`src/rtl/pss_pkg.sv`:
```
package pss_pkg;

    // fixed field widths
    localparam int PREFIX_BYTES = 8;
    localparam int WINDOW_W     = 8 * PREFIX_BYTES;
    localparam int COUNT_W      = 32;
    localparam int SLOT_W       = 4;
    localparam int TYPE_W       = 2;
    localparam int KIND_W       = 2;

    // table size default and the most slots an entry_slot word can reach
    localparam int NUM_ENTRIES_DEFAULT = 16;
    localparam int SLOT_REACH          = 1 << SLOT_W;

    // depth of the queue between front and back
    localparam int QUEUE_DEPTH = 2;

    // input word kinds
    localparam logic [KIND_W-1:0] KIND_SCAN  = 2'd0;
    localparam logic [KIND_W-1:0] KIND_LOAD  = 2'd1;
    localparam logic [KIND_W-1:0] KIND_START = 2'd2;

    // register indexes
    localparam logic REG_OBJECT_TYPE = 1'b0;
    localparam logic REG_FILE_SIZE   = 1'b1;

    // one job for the back part: a window to match or a table entry to load
    typedef struct packed {
        logic                is_load;
        logic [WINDOW_W-1:0] word;
        logic [COUNT_W-1:0]  offset;
        logic [SLOT_W-1:0]   slot;
        logic [31:0]         first;
        logic [31:0]         last;
        logic [31:0]         length;
        logic [TYPE_W-1:0]   otype;
        logic                enable;
    } pss_job_t;

    // scan configuration seen by the back part
    typedef struct packed {
        logic [TYPE_W-1:0] otype;
        logic [31:0]       file_size;
    } pss_cfg_t;

endpackage

```
`src/rtl/pss_front.sv`:
```
module pss_front #(
    parameter int NUM_ENTRIES = pss_pkg::NUM_ENTRIES_DEFAULT
) (
    input  logic                         clk,
    input  logic                         rst_n,
    input  logic                         in_valid,
    output logic                         in_ready,
    input  logic [pss_pkg::KIND_W-1:0]   kind,
    input  logic [7:0]                   data_byte,
    input  logic [pss_pkg::SLOT_W-1:0]   entry_slot,
    input  logic [pss_pkg::WINDOW_W-1:0] entry_prefix,
    input  logic [31:0]                  entry_first_offset,
    input  logic [31:0]                  entry_last_offset,
    input  logic [31:0]                  entry_length,
    input  logic [pss_pkg::TYPE_W-1:0]   entry_object_type,
    input  logic                         entry_enable,
    input  logic                         q_full,
    output logic                         push,
    output pss_pkg::pss_job_t            push_job
);

    localparam int WW = pss_pkg::WINDOW_W;
    localparam int CW = pss_pkg::COUNT_W;

    logic [WW-1:0] window_reg, window_next;
    logic [CW-1:0] count_reg, count_next;
    logic [CW-1:0] count_inc;
    logic          accept;
    logic          slot_ok;

    assign in_ready = !q_full;
    assign accept   = in_valid && in_ready;

    // saturating byte count after this byte
    assign count_inc = (count_reg == {CW{1'b1}}) ? count_reg : count_reg + 1'b1;
    assign slot_ok   = 32'(entry_slot) < 32'(NUM_ENTRIES);

    // classify the word: update window state, build the job
    always_comb
    begin
        window_next       = window_reg;
        count_next        = count_reg;
        push              = 1'b0;
        push_job          = '0;
        push_job.word     = {data_byte, window_reg[WW-1:8]};
        push_job.offset   = count_inc - CW'(pss_pkg::PREFIX_BYTES);
        push_job.slot     = entry_slot;
        push_job.first    = entry_first_offset;
        push_job.last     = entry_last_offset;
        push_job.length   = entry_length;
        push_job.otype    = entry_object_type;
        push_job.enable   = entry_enable;
        if (accept)
        begin
            unique case (kind)
                pss_pkg::KIND_SCAN:
                begin
                    window_next = {data_byte, window_reg[WW-1:8]};
                    count_next  = count_inc;
                    push        = count_inc >= CW'(pss_pkg::PREFIX_BYTES);
                end
                pss_pkg::KIND_LOAD:
                begin
                    push_job.is_load = 1'b1;
                    push_job.word    = entry_prefix;
                    push             = slot_ok;
                end
                pss_pkg::KIND_START:
                begin
                    window_next = '0;
                    count_next  = '0;
                end
                default:
                begin
                end
            endcase
        end
    end

    // window and counter
    always_ff @(posedge clk or negedge rst_n)
    begin
        if (!rst_n)
        begin
            window_reg <= '0;
            count_reg  <= '0;
        end
        else
        begin
            window_reg <= window_next;
            count_reg  <= count_next;
        end
    end

endmodule

```
`config.mk`:
```
export PLATFORM = sky130hd
export DESIGN_NAME = pss_front
export DESIGN_NICKNAME = d
export VERILOG_FILES = /design/src/rtl/pss_pkg.sv /design/src/rtl/pss_front.sv
export SDC_FILE = /design/constraint.sdc
export NUM_CORES = 1
export LEC_CHECK = 0
export BUFFER_PORTS_ARGS = -buffer_cell sky130_fd_sc_hd__buf_2
export CELL_PAD_IN_SITES_DETAIL_PLACEMENT = 0
export CELL_PAD_IN_SITES_GLOBAL_PLACEMENT = 2
export CORE_ASPECT_RATIO = 0.6
export CORE_MARGIN = 1
export CORE_UTILIZATION = 24
export CTS_BUF_LIST = sky130_fd_sc_hd__clkbuf_16
export DETAILED_ROUTE_END_ITERATION = 7
export MAX_ROUTING_LAYER = met4
export PLACE_DENSITY_LB_ADDON = 0.25
export SYNTH_ARGS = -nofsm -noshare
export SYNTH_HDL_FRONTEND = slang
export SYNTH_SLANG_ARGS = --single-unit
```
`constraint.sdc`:
```
create_clock -name clk -period 4.55 [get_ports clk]
set_clock_uncertainty 0.2 [all_clocks]
set_input_delay 0.455 -clock clk [delete_from_list [all_inputs] [get_ports clk]]
set_output_delay 0.455 -clock clk [all_outputs]
set_load 0.01 [all_outputs]
```
# Yosys cells after proc, flatten, opt, wreduce, memory -nomap -nowiden

Cells that the tools add are included.

Register bits after elaboration: 96
Input bits: 181
Output and inout port bits: 202
Logic and storage cells: 20

$add $sub $neg: 2
Order comparisons: 1
Eq/ne operators: 3
Multiplexer cells: 7
Reduce and logical (&&, ||, !) cells: 5

Operators with widths:

| cell                                                  | count |
|---|---|
| two-way mux 65 bit                                    | 2 |
| case mux 64 bit (2 select lines)                      | 1 |
| case mux 32 bit (2 select lines)                      | 1 |
| adder 32 x 1 -> 32 bit (second input constant)        | 1 |
| == test 32 bit (second input constant)                | 1 |
| >= comparator 32 x 4 -> 1 bit (second input constant) | 1 |
| two-way mux 32 bit                                    | 1 |
| subtractor 32 x 4 -> 32 bit (second input constant)   | 1 |
| == test 2 x 1 -> 1 bit (second input constant)        | 1 |
| == test 2 bit (second input constant)                 | 1 |
| logical NOT 2 bit                                     | 1 |
| case mux 1 bit (2 select lines)                       | 1 |
| AND reduction 2 bit                                   | 1 |
| nonzero test 2 bit                                    | 1 |
| logical AND 1 bit                                     | 1 |
| logical NOT 1 bit                                     | 1 |
| two-way mux 1 bit                                     | 1 |

# Longest topological paths before layout

Depth in word-level cells: 5
Gate-level depth with buffers: 16
Depth with buffers taken out: 15

# Least setup slack after synthesis

No wires, ideal clock.

Path kind: flip-flop to output port
From: register count_reg[17]
To: output port push_job[112] (netlist bit)
Arrival time: 3539 ps
Required time: 3895 ps
Slack: 356 ps
Stages on the path, launching flop included: 16
Path buffers: 2
Cell sequence: dfrtp_1 > clkbuf_1 > nand2_1 > nor3_2 > nand4_1 > clkbuf_1 > nand2_1 > xor2_1 > ha_1 > inv_1 > a211o_1 > o21ai_0 > nor2_1 > a2111oi_0 > a21oi_1 > o32ai_1

RTL lines:

| what                   | RTL line        | source |
|---|---|---|
| from (decl)            | pss_front.sv:26 | `logic [CW-1:0] count_reg, count_next;` |
| from (signal assigned) | pss_front.sv:91 | `count_reg <= count_next;` |
| to (decl)              | pss_front.sv:19 | `output pss_pkg::pss_job_t push_job` |

==> impl_metrics.tcl <==
set metrics [dict create \
    routed_wl_um 23300 \
    grt_pass1_vias 5334 \
    path_class "reg2out" \
    fp-row-count 47 \
    largest_register_ffs 56 \
    r2r_end "count_reg[31]" \
    tightest_slew_ns 0.972 \
    design_area_mm2 0.00804 \
    yosys_register_bits 88 \
    clock_path_buffers 2 \
    gp_congestion 0.807 \
    yosys.area_share.xor_xnor_pct 6.06 \
    antenna_found_initial 1 \
    fmax_mhz 235 \
    finalHoldViolCount 0 \
    drive_gt1_share_pct 38.5 \
    numClockSinks 88 \
    synthesis.area_mm2 0.00691 \
    grt_start_max_net_pins 119 \
    port_buffers 176 \
    num_vias 5913 \
    outcome "completed" \
    rr_startpoint "count_reg[1]" \
    fp.dieH_um 133 \
    crit_family "simple AND/OR/NAND/NOR gates" \
    placed_cell_area_mm2 0.00765 \
    routedWlPerCell_um 18.5 \
    synth_edf_count 0 \
    synth_top_family_by_area "simple AND/OR/NAND/NOR gates" \
    first_iter_violations 441 \
    critPathMaxFanout 5 \
    ys_async_sr_fraction_pct 100 \
    synthAdderAreaFrac_pct 0.362 \
    diodes 0 \
    crit_required_ns 3.89 \
    synth_cells 806 \
    io_pins 383 \
    start_util_pct 24.7 \
    synthToLayoutAreaGrowth_pct 16.3 \
    place_hpwl_um 17500 \
    grt_overflow 0 \
    filler_cell_count 3026 \
    cts_tree "built" \
    fin_crit_ns 4.25 \
    drv_cap 0 \
    fin_cells 1258 \
    dieWidth_um 221 \
    synth_area_per_cell_um2 8.58 \
    drc 0 \
    drv_slew 0 \
    critPathLaunch "count_reg[1]" \
    setup_viol 0 \
    crit_path_start_kind "register" \
    ys.flop_type "dfrtp_1" \
    reg2reg_slack_ns 1.76 \
    critPathArrivalTime_ns 3.59 \
    antenna_left 0 \
    cp_slowest_cell "dfrtp_1" \
    cts-root-buf "clkbuf_16" \
    synthMuxAreaShare_pct 11.0 \
    post-place-ws_ns 0.178 \
    dp.cells 1237 \
    vias_per_cell 4.70 \
    cp_slowest_stage_delay_ns 0.39 \
    worstPathCellList "ha_1, nand2_2, nor3_4, nand4_1, nand2_2, xor2_2, ha_2, inv_1, a211o_1, o21ai_1, or2_2, nand4_1, buf_4, nand4b_4, nor4_4, xnor2_1, buf_2" \
    synth_compound_area_share_pct 14.0 \
    post-route-period-util_pct 93.4 \
    fin_ws_ns 0.301 \
    r2r_cells 9 \
    nets 1070 \
    crit_buf_inv 3 \
    die_area_mm2 0.0295 \
    grt_pass1_wl_um 34900 \
    track_usage_pct 16.3 \
    ir_drop_uv 151 \
    hold_path_class "in2async" \
    clkLatencyLatePin_ns 0.36 \
    htreeDepth 3 \
    rsz0062_at_grt "false" \
    p_per_area_mw_per_mm2 257 \
    fp.coreArea_mm2 0.0279 \
    endpoint_kind "output port" \
    leakage_nw 3.67 \
    setup_tns_ns 0 \
    slew_headroom_pct 35.2 \
    ys_warn_count 0 \
    ys_seq_area_share_pct 31.9 \
    clk_pin_slew_ns 0.07 \
    cts_hold_buffers 0 \
    synth-simple-area-share_pct 21.9 \
    syn_nets 989 \
    synth_cell_types 59 \
    cts_buffers 9 \
    firstDrtPassIters 5 \
]
==> final cells by class <==
| cell class | instances | area [µm²] | share of cell area, % |
|---|---|---|---|
| multi-input cells | 552 | 3760 | 46.8 |
| flip-flops and latches | 88 | 2200 | 27.4 |
| repair buffers | 227 | 1290 | 16.1 |
| well taps | 367 | 459 | 5.71 |
| clock buffers | 9 | 225 | 2.80 |
| clock inverters | 6 | 67.6 | 0.840 |
| inverters | 9 | 33.8 | 0.420 |
==> worst max path at each step <==
stage / endpoint / slack (ns) / cells after the start
after floorplan: push_job[112] / 0.36 / 15
after global placement: push_job[120] / 0.29 / 16
after detailed placement: push_job[126] / 0.18 / 16
after CTS: push_job[134] / 0.04 / 17
after global routing: push_job[134] / 0.02 / 16
final: push_job[134] / 0.30 / 17
==> logic make-up (layout without fill, tap and decap cells) <==
group,count (synthesis),after routing
adder cells (fa/ha/maj),2,2
buffers and inverters,166,251
AND/OR/NAND/NOR,281,281
AO/OA/AOI/OAI,154,154
flip-flops,88,88
XOR/XNOR,47,47
multiplexers,68,68
==> per-layer routing <==
layer  share of wire (%)  vias up  global-route usage [%]  wire length (µm)
li1                    -     2847                       -                 -
met1                  58     2813                    26.8             13400
met2                  33      244                    17.1              7760
met3                 8.3        9                    6.13              1950
met4                0.67        0                    2.99               156
met5                   0        -                       -                 0
==> where the power goes <==
group | leakage [nW] | switching [mW] | internal [mW] | total (mW)
logic | 2.33 | 0.227 | 0.192 | 0.419
clock network | 0.140 | 0.349 | 0.426 | 0.775
registers | 1.20 | 0.0454 | 0.822 | 0.867
total | 3.67 | 0.622 | 1.44 | 2.06
==> synthesized netlist by cell type, types with 2 or more instances <==
cell	count	share of area (%)
buf_4	103	11
nand2_1	103	5.6
o21ai_0	89	6.4
dfrtp_1	88	32
mux2_2	65	11
nand2b_1	57	5.2
clkbuf_1	39	2.1
nor2_1	37	2.0
xnor2_1	30	3.8
nand3_1	21	1.5
xor2_1	16	2.0
a21oi_1	13	0.94
nand4_1	13	1.2
buf_2	11	0.80
a31oi_1	9	0.81
inv_1	9	0.49
o31ai_1	9	0.98
and3_1	7	0.63
nor4_1	7	0.63
nor3_1	6	0.43
nor3_2	6	0.87
buf_1	4	0.22
a21boi_0	3	0.33
a21o_1	3	0.33
a22o_1	3	0.38
a31o_2	3	0.38
and4_1	3	0.38
mux2i_1	3	0.43
o22a_1	3	0.38
or3_1	3	0.27
a2111oi_0	2	0.25
a211oi_1	2	0.22
a311oi_1	2	0.25
a41oi_1	2	0.25
and2_1	2	0.18
ha_1	2	0.36
nand4_2	2	0.36
nand4b_4	2	0.69
nor2b_1	2	0.18
nor4_2	2	0.36
or2_2	2	0.18
==> per-stage QoR <==
stage / hold slack (ns) / util (%) / power, mW
2_1_floorplan: -0.0406 / - / 1.19
3_3_place_gp: 0.269 / 27.4 / 1.29
3_5_place_dp: 0.282 / 27.4 / 1.29
4_1_cts: 0.0712 / 28.5 / 2.09
5_1_grt: 0.0819 / 28.8 / 2.18
6_report: 0.00359 / 28.8 / 2.06
==> layout by cell type, fill, tap and decap left out, types with 3 or more instances in the layout <==
cell type and count:
mux2i_1 3, nand2b_1 57, nor3_1 6, o31ai_1 9, dfrtp_1 87, a21o_1 3
nor3_2 5, nor4_1 7, a21boi_0 3, nor2_1 35, and4_1 3, a21oi_1 13
and3_1 7, xor2_1 15, or3_1 3, a31oi_1 9, nand4_1 13, o21ai_0 88
clkbuf_16 9, inv_1 9, nand2_1 101, buf_2 175, xnor2_1 30, buf_4 50
a22o_1 3, o22a_1 3, nand3_1 19, a31o_2 3, mux2_2 65
==> worst reg2reg max path: stages, from the launching register on <==
cell and delay (ns):
dfrtp_1 0.39, buf_4 0.13, and3_1 0.38, nand3_2 0.33, a31oi_1 0.25, buf_4 0.17, nand3_1 0.17, nor2_1 0.16
xnor2_1 0.30, o21ai_0 0.17
==> repair_timing <==
| action | 4_1_cts | 5_1_grt |
|---|---|---|
| setup buffers | 2 | 4 |
| pin swaps | 2 | 4 |
| resized for setup | 3 | 10 |
| setup endpoints to repair | 9 | 14 |
Power figures use the tool's default switching activity.
