--- config.mk ---
export PLATFORM = sky130hd
export DESIGN_NAME = pss_queue
export DESIGN_NICKNAME = d
export VERILOG_FILES = /design/src/rtl/pss_pkg.sv /design/src/rtl/pss_queue.sv
export SDC_FILE = /design/constraint.sdc
export NUM_CORES = 1
export LEC_CHECK = 0
export BUFFER_PORTS_ARGS = -buffer_cell sky130_fd_sc_hd__buf_2
export CAP_MARGIN = 10
export CORE_MARGIN = 5
export CORE_UTILIZATION = 55
export DETAILED_ROUTE_END_ITERATION = 8
export PLACE_DENSITY_LB_ADDON = 0.12
export SYNTH_ARGS = -nofsm -noshare
export SYNTH_HDL_FRONTEND = slang
export SYNTH_SLANG_ARGS = --single-unit
--- constraint.sdc ---
create_clock -name clk -period 30.1 [get_ports clk]
set_clock_uncertainty 0.15 [all_clocks]
set_input_delay 9.03 -clock clk [delete_from_list [all_inputs] [get_ports clk]]
set_output_delay 9.03 -clock clk [all_outputs]
set_load 0.05 [all_outputs]
--- src/rtl/pss_pkg.sv ---
package pss_pkg;

    // fixed field widths
    localparam int PREFIX_BYTES = 8;
    localparam int WINDOW_W     = 8 * PREFIX_BYTES;
    localparam int COUNT_W      = 32;
    localparam int SLOT_W       = 4;
    localparam int TYPE_W       = 2;
    localparam int KIND_W       = 2;

    // table size default and the most slots an entry_slot word can reach
    localparam int NUM_ENTRIES_DEFAULT = 16;
    localparam int SLOT_REACH          = 1 << SLOT_W;

    // depth of the queue between front and back
    localparam int QUEUE_DEPTH = 2;

    // input word kinds
    localparam logic [KIND_W-1:0] KIND_SCAN  = 2'd0;
    localparam logic [KIND_W-1:0] KIND_LOAD  = 2'd1;
    localparam logic [KIND_W-1:0] KIND_START = 2'd2;

    // register indexes
    localparam logic REG_OBJECT_TYPE = 1'b0;
    localparam logic REG_FILE_SIZE   = 1'b1;

    // one job for the back part: a window to match or a table entry to load
    typedef struct packed {
        logic                is_load;
        logic [WINDOW_W-1:0] word;
        logic [COUNT_W-1:0]  offset;
        logic [SLOT_W-1:0]   slot;
        logic [31:0]         first;
        logic [31:0]         last;
        logic [31:0]         length;
        logic [TYPE_W-1:0]   otype;
        logic                enable;
    } pss_job_t;

    // scan configuration seen by the back part
    typedef struct packed {
        logic [TYPE_W-1:0] otype;
        logic [31:0]       file_size;
    } pss_cfg_t;

endpackage

--- src/rtl/pss_queue.sv ---
module pss_queue (
    input  logic              clk,
    input  logic              rst_n,
    input  logic              push,
    input  pss_pkg::pss_job_t push_job,
    output logic              full,
    input  logic              pop,
    output logic              head_valid,
    output pss_pkg::pss_job_t head_job
);

    localparam int DEPTH = pss_pkg::QUEUE_DEPTH;
    localparam int PW    = (DEPTH > 1) ? $clog2(DEPTH) : 1;
    localparam int NW    = $clog2(DEPTH + 1);

    pss_pkg::pss_job_t mem_reg [DEPTH];
    logic [PW-1:0] wr_ptr_reg, wr_ptr_next;
    logic [PW-1:0] rd_ptr_reg, rd_ptr_next;
    logic [NW-1:0] fill_reg, fill_next;
    logic          do_push, do_pop;

    assign full       = fill_reg == NW'(DEPTH);
    assign head_valid = fill_reg != '0;
    assign head_job   = mem_reg[rd_ptr_reg];
    assign do_push    = push && !full;
    assign do_pop     = pop && head_valid;

    // pointer and fill update
    always_comb
    begin
        wr_ptr_next = wr_ptr_reg;
        rd_ptr_next = rd_ptr_reg;
        fill_next   = fill_reg;
        if (do_push)
            wr_ptr_next = (wr_ptr_reg == PW'(DEPTH - 1)) ? '0 : wr_ptr_reg + 1'b1;
        if (do_pop)
            rd_ptr_next = (rd_ptr_reg == PW'(DEPTH - 1)) ? '0 : rd_ptr_reg + 1'b1;
        if (do_push && !do_pop)
            fill_next = fill_reg + 1'b1;
        else if (do_pop && !do_push)
            fill_next = fill_reg - 1'b1;
    end

    always_ff @(posedge clk or negedge rst_n)
    begin
        if (!rst_n)
        begin
            wr_ptr_reg <= '0;
            rd_ptr_reg <= '0;
            fill_reg   <= '0;
        end
        else
        begin
            wr_ptr_reg <= wr_ptr_next;
            rd_ptr_reg <= rd_ptr_next;
            fill_reg   <= fill_next;
        end
    end

    // job storage
    always_ff @(posedge clk)
    begin
        if (do_push)
            mem_reg[wr_ptr_reg] <= push_job;
    end

endmodule

Word-level counts from Yosys, hierarchy flattened
Memories as Yosys holds them, arrays and structs flattened.
Cells that the tools add are included.

storage, ports and cells
  output and inout bits = 202
  word-level logic and storage cells = 24
  bits in registers = 4
  input bits = 204
  memory bits (writable) = 400
  memories = 1

memory list
  memory   depth  width  rd ports  clocked after memory_dff  wr ports  RTL line         source
  mem_reg  2      200    1         0                         1         pss_queue.sv:16  pss_pkg::pss_job_t mem_reg [DEPTH];

cells by class
  add/sub/neg operators = 4
  eq/ne operators = 1
  muxes and demuxes = 6
  reductions and logical operators = 9

operators with widths
  kind                                              number
  logical AND 1 bit                                 4
  two-way mux 1 bit                                 4
  two-way mux 2 bit                                 2
  nonzero test 2 bit                                2
  logical NOT 1 bit                                 3
  adder 1 bit, second input constant                2
  adder 2 x 1 -> 2 bit, second input constant       1
  equality test 2 bit, second input constant        1
  subtractor 2 x 1 -> 2 bit, second input constant  1

Depth between registers and ports, before layout
Gate-level depths: netlist (run 1).

  word-level depth = 7
  mapped depth = 7

Worst setup path before layout (run 1)
No wires, ideal clock.

  path kind = input port to flip-flop
  from = in push
  to = mem mem_reg[0][0] in the netlist's numbering (enable)
  library setup time = 0.763 ns
  stages on the path = 2
  setup slack = 11.776 ns
  arrival time = 17.411 ns
  buffers on the path = 0
  path through = nand2_1 -> nor2_1

on the way
  cells in the longest elaborated chain, start to end = 3

ends and longest elaborated chain
  item                                     RTL line         source
  start, declared                          pss_queue.sv:4   input logic push,
  logical AND 1 bit                        pss_queue.sv:25  assign do_push = push && !full;
  two-way mux 1 bit                        pss_queue.sv:63  if (do_push)
  two-way mux 1 bit (implied by the code)  pss_queue.sv:64  mem_reg[wr_ptr_reg] <= push_job;
  end, declared                            pss_queue.sv:16

No other way between the ends.

==> results of run 1 <==
through the flow:
step	area [um^2]	std cells	total power, uW	hold WS (ns)	utilization (%)
after floorplan	14700	641	1560	0.306	-
after global placement	17000	1366	1710	0.338	64.8
after detailed placement	17000	1366	1710	0.355	64.8
after CTS	18100	1437	2160	0.368	69.2
after global routing	18100	1444	2220	0.395	69.2
final	18100	1445	2130	0.359	69.3
worst min-delay path by stage:
stage | start | cells after the start | slack, ns | to
after floorplan | fill_reg[1] | 1 | 0.31 | fill_reg[1]
after global placement | fill_reg[1] | 1 | 0.34 | fill_reg[1]
after detailed placement | fill_reg[1] | 1 | 0.36 | fill_reg[1]
after CTS | fill_reg[1] | 1 | 0.37 | fill_reg[1]
after global routing | fill_reg[1] | 1 | 0.39 | fill_reg[1]
final | fill_reg[1] | 1 | 0.36 | fill_reg[1]
power groups by stage:
stage / clock [uW] / combinational [uW] / sequential, uW
after CTS: 452 / 892 / 812
after floorplan: 0 / 725 / 836
after global placement: 0 / 889 / 817
after detailed placement: 0 / 889 / 824
final: 440 / 879 / 810
after global routing: 477 / 917 / 821
cell families after synthesis:
| kind of cell | count (synthesis) | share of synthesized area (%) |
|---|---|---|
| flops | 404 | 82.4 |
| mux | 200 | 15.3 |
| buf+inv | 24 | 1.69 |
| simple gates | 7 | 0.230 |
| xor+xnor | 5 | 0.298 |
| fa+ha+maj | 1 | 0.0851 |
metal layers:
metal,share of wire (%),vias to the layer above,routed length (um),GRT usage (%)
li1,-,3440,-,-
met1,35,3654,10900,22.5
met2,51,313,15700,33.8
met3,10,66,3210,8.31
met4,2.8,14,853,6.98
met5,0.33,-,101,0
area by class of cell:
type | count | area (um^2)
fillers | 1750 | 8060
well taps | 335 | 419
inverters | 2 | 7.51
clock inverters | 23 | 100
flip-flops and latches | 404 | 12100
diodes | 8 | 20.0
clock buffers | 48 | 1050
multi-input cells | 213 | 2350
repair buffers | 412 | 2080
cells in the final DEF (no fill, tap or decap), types with 2 or more instances in the layout:
cell type,count
buf_2,405
buf_4,7
clkbuf_1,7
clkbuf_16,41
clkinv_1,14
clkinv_2,8
dfrtp_1,3
diode_2,8
edfxtp_1,400
inv_1,2
mux2_2,200
nand2_1,2
xnor2_1,3
xor2_1,2
==> metrics.cfg, run 1 <==
[route]
num_vias = 7487
via_per_inst = 5.18
postRouteAntennaNets = 0
drcViolationCount = 0
routed_wl_mm = 30.8
wl_per_cell_um = 21.3
first_pass_iters = 4
drt_iter0_drc = 379

[yosys]
ys_ff_latch = 404
yosysWarnings = 0
synth_area_leader_cell = edfxtp_1
netlist.area_leader.share_pct = 81.7
synthTopCellsByArea = edfxtp_1, mux2_2, buf_6
synth_cells = 641
synth_top_cells_by_count = edfxtp_1, mux2_2, buf_6
synth_area_um2 = 14700
yosys.cell_count.top_type = edfxtp_1
syn_avg_cell_area_um2 = 22.9
ys.flop_type = edfxtp_1
ys_types = 14
postSynth.asyncResetShare_pct = 0.990
ys_seq_area_share_pct = 82.4
synth-edff-count = 400
synth_nets = 846

[die]
dieArea_um2 = 30100
die_w_um = 174
start_util_pct = 56.1
die_h_um = 174
fp-row-count = 59
ios = 406
coreArea_um2 = 26200

[critical_path]
reg2regPathDepth = 5
start_kind = flip-flop
regToRegSetupSlack_ns = 27.11
startpoint = rd_ptr_reg
crit_slowest_cell = buf_4
r2r-end = mem_reg[0][11]
end_kind = output pin
r2r_start = fill_reg[0]
crit_end = head_job[157]
crit_arrival_ns = 3.08
cp_slowest_stage_delay_ns = 0.92
crit_family = buffers and inverters
cp.depth = 3
critPathBufInv = 2
setup.worst_path.class = reg -> out
path_cells = buf_4 -> mux2_2 -> buf_2
cp_max_fo = 79
crit_required_ns = 20.92

[clock_network]
post-cts-setup-buffers = 0
h-tree-depth = 2
tritoncts = yes
cts_resized = 0
cts.reportedPaths.clkPinSlew_ns = 0.06
cts_buffer_depth = 3
cts_root_buf = clkbuf_16
cts_buffers = 41
cts_hold_buf = 0
clock_latency_ns = 0.51
cts_sinks = 404

[flow_run]
timing.max_cap.violations = 0

[global_routing]
grt_pass1_vias = 7948
grt_overflow = 0
antenna_found_initial = 14
grt_max_degree = 80
grt_use_total_pct = 19.8
grt_pass1_wl_mm = 45.9

[worst_hold_path]
hold_class = reg -> reg

[timing]
setup_ws_ns = 17.84
period_minus_slack_ns = 12.26
fin_tns_setup_ns = 0
hold_viol = 0
finalSetupViolCount = 0
maxSlewHeadroom_pct = 28.7
clock.fmax_mhz = 81.5
fin_crit_sh_pct = 40.7
worst_pin_slew_ns = 1.07
grt_setup_unrepaired = no
slew_viol_final = 0

[placement]
dp_hpwl_mm = 20.8
pre_cts_slack_ns = 18.35
place_congestion = 0.741
port_buffers = 405

[cells_and_area]
largest_reg_flops = 400
drive_above_1_share_pct = 60.4
fin_nets = 1279
syn_to_final_growth_pct = 23.4

[power]
internal-power_uw = 1240
leakage_uw = 0.00680
p_sw_uw = 884
pwr_density_cell_nw_per_um2 = 117
ir_drop_v = 0.0000891
switching_share_pct = 41.5
pwr-share-seq_pct = 38.0
combinationalPowerShare_pct = 41.3
pwr-share-clk_pct = 20.7

[outcome]
status = finished, final reports clean

Power figures use the tool's default switching activity.
==> inputs of run 2 (changes only) <==
--- a/config.mk
+++ b/config.mk
@@ -8,7 +8,7 @@
 export BUFFER_PORTS_ARGS = -buffer_cell sky130_fd_sc_hd__buf_2
 export CAP_MARGIN = 10
 export CORE_MARGIN = 5
-export CORE_UTILIZATION = 55
+export CORE_UTILIZATION = 52
 export DETAILED_ROUTE_END_ITERATION = 8
 export PLACE_DENSITY_LB_ADDON = 0.12
 export SYNTH_ARGS = -nofsm -noshare
==> constraint.sdc (replaced) <==
create_clock -name clk -period 12.19 [get_ports clk]
set_clock_uncertainty 0.15 [all_clocks]
set_input_delay 3.657 -clock clk [delete_from_list [all_inputs] [get_ports clk]]
set_output_delay 3.657 -clock clk [all_outputs]
set_load 0.05 [all_outputs]
==> metrics.cfg, run 2 (synthesis gave the netlist of run 1 again) <==
[timing]
slew_viol_final = 0  ; unchanged
clock.fmax_mhz = 147
finalSetupViolCount = 0  ; unchanged
fin_crit_sh_pct = 55.9
maxSlewHeadroom_pct = 23.7  ; -5.0 points
worst_pin_slew_ns = 1.14  ; +0.0747 ns
grt_setup_unrepaired = no
fin_tns_setup_ns = 0  ; unchanged
hold_viol = 0  ; unchanged
period_minus_slack_ns = 6.82

[power]
switching_share_pct = 41.5  ; -0.066 points
pwr_density_cell_nw_per_um2 = 289  ; +150%
ir_drop_v = 0.000174  ; +95%
pwr-share-clk_pct = 20.7  ; about the same
internal-power_uw = 3080  ; +150%
leakage_uw = 0.00680  ; about the same
pwr-share-seq_pct = 37.9  ; about the same
combinationalPowerShare_pct = 41.4  ; about the same
finalPower_uw = 5260  ; +150%
p_sw_uw = 2180  ; +150%

[die]
die_h_um = 178  ; +2.7%
start_util_pct = 52.8  ; -3.3 points
dieArea_um2 = 31700  ; +5.4%
die_w_um = 178  ; +2.7%
ios = 406  ; unchanged
coreArea_um2 = 27900  ; +6.3%
fp-row-count = 61  ; +3.4%

[global_routing]
antenna_found_initial = 11  ; -3
grt_pass1_wl_mm = 44.3  ; -3.3%
grt_pass1_vias = 7874  ; -0.93%
grt_overflow = 0  ; unchanged
grt_use_total_pct = 18.5  ; -1.2 points
grt_max_degree = 85  ; +6.3%

[placement]
dp_hpwl_mm = 21.1  ; +1.4%
place_area_um2 = 17000  ; +0.32%
port_buffers = 405  ; unchanged
place_congestion = 0.783  ; +5.8%

[critical_path]
crit_family = buffers and inverters
end_kind = output pin
reg2regPathDepth = 5  ; unchanged
crit_slowest_cell = buf_4
critPathBufInv = 2  ; unchanged
crit_required_ns = 8.38  ; -12.54 ns
setup.worst_path.class = reg -> out
r2r_start = fill_reg[0]
regToRegSetupSlack_ns = 9.28  ; -17.83 ns
crit_arrival_ns = 3.01  ; -0.07 ns
cp_slowest_stage_delay_ns = 0.95  ; +0.03 ns
path_cells = buf_4 -> mux2_2 -> buf_2
start_kind = flip-flop
cp_max_fo = 84  ; +6.3%
r2r-end = mem_reg[0][110]

[worst_hold_path]
hold_start = fill_reg[1]
hold_path_end = fill_reg[1]
hold_class = reg -> reg
worstHoldPathCells = 1  ; unchanged

[cells_and_area]
drive_above_1_share_pct = 60.3  ; -0.091 points
final_common_cell = buf_2
multi_input_area_um2 = 2350  ; unchanged
seqCellArea_um2 = 12100  ; unchanged
utilization_pct = 65.3  ; -3.9 points
fillCellCount = 1982  ; +13%
fin_nets = 1278  ; -0.078%
final_area_um2 = 18200  ; +0.25%
layout_common_cells = buf_2, edfxtp_1, mux2_2
largest_reg_flops = 400  ; unchanged
syn_to_final_growth_pct = 23.7

[route]
first_pass_iters = 4  ; unchanged
m1WireLength_mm = 10.8  ; -1.4%
postRouteAntennaNets = 0  ; unchanged
wl_per_cell_um = 20.8  ; -2.3%
num_vias = 7505  ; +0.24%
drcViolationCount = 0  ; unchanged
dr_wl_met3_mm = 3.30  ; +2.7%
highest_layer = met5
drt_iter0_drc = 414  ; +9.2%
routed_wl_mm = 30.8  ; +0.26%
routed-wl-met2_mm = 15.8  ; +0.98%
via_per_inst = 5.06  ; -2.3%

[clock_network]
cts_buffers = 40  ; -2.4%
cts_sinks = 404  ; unchanged
h-tree-depth = 2  ; unchanged
post-cts-setup-buffers = 0  ; unchanged
cts_resized = 0  ; unchanged
tritoncts = yes
cts_buffer_depth = 3  ; unchanged
cts.reportedPaths.clkPinSlew_ns = 0.06  ; about the same
cts_root_buf = clkbuf_16
cts_hold_buf = 0  ; unchanged
clock_latency_ns = 0.52  ; about the same

[outcome]
status = finished, final reports clean

[flow_run]
timing.max_cap.violations = 0  ; unchanged

run 2: how the worst max path moves through the flow:
stage / start / to / slack [ns] / cells past startpoint
floorplan: push / mem_reg[0][0] / 2.63 / 2
global placement: rd_ptr_reg / head_job[176] / 5.90 / 3
detailed placement: rd_ptr_reg / head_job[176] / 5.90 / 3
CTS: rd_ptr_reg / head_job[176] / 5.35 / 3
global route: rd_ptr_reg / head_job[176] / 5.26 / 3
finish: rd_ptr_reg / head_job[176] / 5.37 / 3
run 2: layer usage:
| layer | vias to the layer above | track usage (%) |
|---|---|---|
| met3 | 75 | 7.93 |
| met2 | 295 | 33.0 |
| met1 | 3693 | 20.2 |
| met5 | - | 0 |
| met4 | 18 | 5.35 |
| li1 | 3424 | - |
run 2: layout make-up:
cell class / instances / share of cell area (%)
Clock inverter: 19 / 0.488
Sequential cell: 404 / 66.6
Inverter: 2 / 0.0413
Timing Repair Buffer: 412 / 11.4
Clock buffer: 52 / 5.87
Antenna cell: 3 / 0.0413
Multi-Input combinational cell: 213 / 12.9
Tap cell: 378 / 2.60
run 2: stage by stage:
stage,hold WS [ns],setup slack [ns],cells
finish,0.353,5.37,1483
detailed placement,0.347,5.90,1409
global placement,0.333,5.90,1409
floorplan,0.306,2.63,641
CTS,0.359,5.35,1480
global route,0.406,5.26,1482
run 2: power groups by stage:
stage	Clock (uW)	Sequential [uW]	Combinational [uW]
2_1_floorplan	0	2040	1790
4_1_cts	1120	2000	2210
3_5_place_dp	0	2030	2200
3_3_place_gp	0	2010	2210
5_1_grt	1180	2020	2270
6_report	1090	1990	2180
==> inputs of run 3 (changes only) <==
==> constraint.sdc (replaced) <==
create_clock -name clk -period 6.5 [get_ports clk]
set_clock_uncertainty 0.15 [all_clocks]
set_input_delay 1.95 -clock clk [delete_from_list [all_inputs] [get_ports clk]]
set_output_delay 1.95 -clock clk [all_outputs]
set_load 0.05 [all_outputs]
==> metrics.cfg, run 3 (synthesis gave the netlist of run 1 again) <==
[clock_network]
post-cts-setup-buffers = 0  ; unchanged
cts_resized = 0  ; unchanged
cts_buffer_depth = 3  ; unchanged
tritoncts = yes
clock_latency_ns = 0.50  ; -0.02 ns
cts_root_buf = clkbuf_16
cts.reportedPaths.clkPinSlew_ns = 0.06  ; about the same
h-tree-depth = 2  ; unchanged
cts_buffers = 41  ; +2.5%
cts_sinks = 404  ; unchanged
cts_hold_buf = 0  ; unchanged

[cells_and_area]
seqCellArea_um2 = 12100  ; unchanged
fin_nets = 1280  ; +0.16%
largest_reg_flops = 400  ; unchanged
fillCellCount = 1992  ; +0.50%
final_common_cell = buf_2
drive_above_1_share_pct = 60.9  ; +0.52 points
utilization_pct = 65.9  ; +0.54 points
multi_input_area_um2 = 2350  ; unchanged
layout_common_cells = buf_2, edfxtp_1, mux2_2
syn_to_final_growth_pct = 24.8

[timing]
hold_viol = 0  ; unchanged
worst_pin_slew_ns = 0.893  ; -0.252 ns
fin_crit_sh_pct = 73.9
clock.fmax_mhz = 208
setup_ws_ns = 1.70  ; -3.68 ns
fin_tns_setup_ns = 0  ; unchanged
slew_viol_final = 0  ; unchanged
finalSetupViolCount = 0  ; unchanged
maxSlewHeadroom_pct = 40.4  ; +17 points
grt_setup_unrepaired = no
period_minus_slack_ns = 4.80

[route]
drt_iter0_drc = 400  ; -3.4%
num_vias = 7484  ; -0.28%
routed-wl-met2_mm = 15.3  ; -3.4%
first_pass_iters = 4  ; unchanged
wl_per_cell_um = 20.8  ; -0.17%
drcViolationCount = 0  ; unchanged
dr_wl_met3_mm = 3.59  ; +8.8%
routed_wl_mm = 30.9  ; +0.10%
via_per_inst = 5.03  ; -0.55%
m1WireLength_mm = 11.1  ; +2.9%
highest_layer = met5
postRouteAntennaNets = 0  ; unchanged

[placement]
port_buffers = 405  ; unchanged
place_congestion = 0.765  ; -2.3%
dp_hpwl_mm = 21.1  ; about the same
pre_cts_slack_ns = 2.22  ; -3.68 ns

[critical_path]
path_cells = buf_4 -> mux2_2 -> buf_2
end_kind = output pin
crit_slowest_cell = dfrtp_4
crit_arrival_ns = 2.70  ; -0.31 ns
setup.worst_path.class = reg -> out
cp_max_fo = 54  ; -36%
start_kind = flip-flop
crit_required_ns = 4.40  ; -3.98 ns
cp_slowest_stage_delay_ns = 0.91  ; -0.04 ns

[global_routing]
antenna_found_initial = 12  ; +1
grt_overflow = 0  ; unchanged
grt_pass1_wl_mm = 44.4  ; +0.11%
grt_max_degree = 123  ; +45%
grt_pass1_vias = 7774  ; -1.3%
grt_use_total_pct = 18.6  ; +0.032 points

[outcome]
status = finished, final reports clean

[power]
leakage_uw = 0.00686  ; +0.93%
pwr_density_cell_nw_per_um2 = 545  ; +89%
finalPower_uw = 10000  ; +90%
ir_drop_v = 0.000338  ; +95%

[die]
dieArea_um2 = 31700  ; unchanged
die_h_um = 178  ; unchanged
fp-row-count = 61  ; unchanged
die_w_um = 178  ; unchanged
start_util_pct = 52.8  ; unchanged
ios = 406  ; unchanged
coreArea_um2 = 27900  ; unchanged

[worst_hold_path]
hold_class = reg -> reg

[flow_run]
timing.max_cap.violations = 0  ; unchanged

==> run 3: changes by cell type in the layout (fill, tap and decap cells not counted) <==
cell	before	now
clkbuf_8	0	3
inv_6	2	1
bufinv_16	0	1
buf_12	0	3
clkbuf_1	11	14
clkinvlp_4	0	1
buf_4	7	5
diode_2	3	5
clkbuf_16	41	43
clkinv_1	11	3
==> run 3: path summary, 6_finish.rpt <==
check	start	to	slack, ns	depth (start not counted)
min in group asynchronous	rst_n	fill_reg[1]	1.09	1
min	fill_reg[1]	fill_reg[1]	0.34	1
max	rd_ptr_reg	head_job[168]	1.70	3
max reg2reg	fill_reg[0]	mem_reg[0][43]	3.89	4
min reg2reg	fill_reg[1]	fill_reg[1]	0.34	1
max in group asynchronous	rst_n	rd_ptr_reg	4.97	1
==> run 3: critical path, delay by kind of cell (launching register included) <==
family | cells | cell delay [ns]
multiplexers | 1 | 0.41
buffers and inverters | 2 | 0.81
flip-flops | 1 | 0.91
==> run 3: routing by layer <==
layer / track usage, % / up-vias
li1: - / 3445
met1: 21.2 / 3658
met2: 31.4 / 306
met3: 8.05 / 61
met4: 6.48 / 14
met5: 0 / -
==> run 3: power breakdown <==
part	switching [uW]	total [uW]	internal (uW)
Sequential	187	3750	3560
Combinational	3020	4090	1060
Clock	885	2170	1290
==> run 3: per-stage QoR <==
step | hold WS [ns] | instances | area (um^2)
after floorplan | 0.306 | 641 | 14700
after global placement | 0.323 | 1410 | 17100
after detailed placement | 0.336 | 1410 | 17100
after CTS | 0.344 | 1482 | 18300
after global routing | 0.373 | 1486 | 18300
final | 0.340 | 1487 | 18300
==> run 3: cell type report <==
type                            instances  share of cell area (%)
Sequential cell                       404                    66.0
Antenna cell                            5                  0.0682
Tap cell                              378                    2.58
Clock inverter                         12                   0.477
Clock buffer                           60                    6.38
Timing Repair Buffer                  413                    11.6
Multi-Input combinational cell        213                    12.8
Inverter                                2                  0.0409
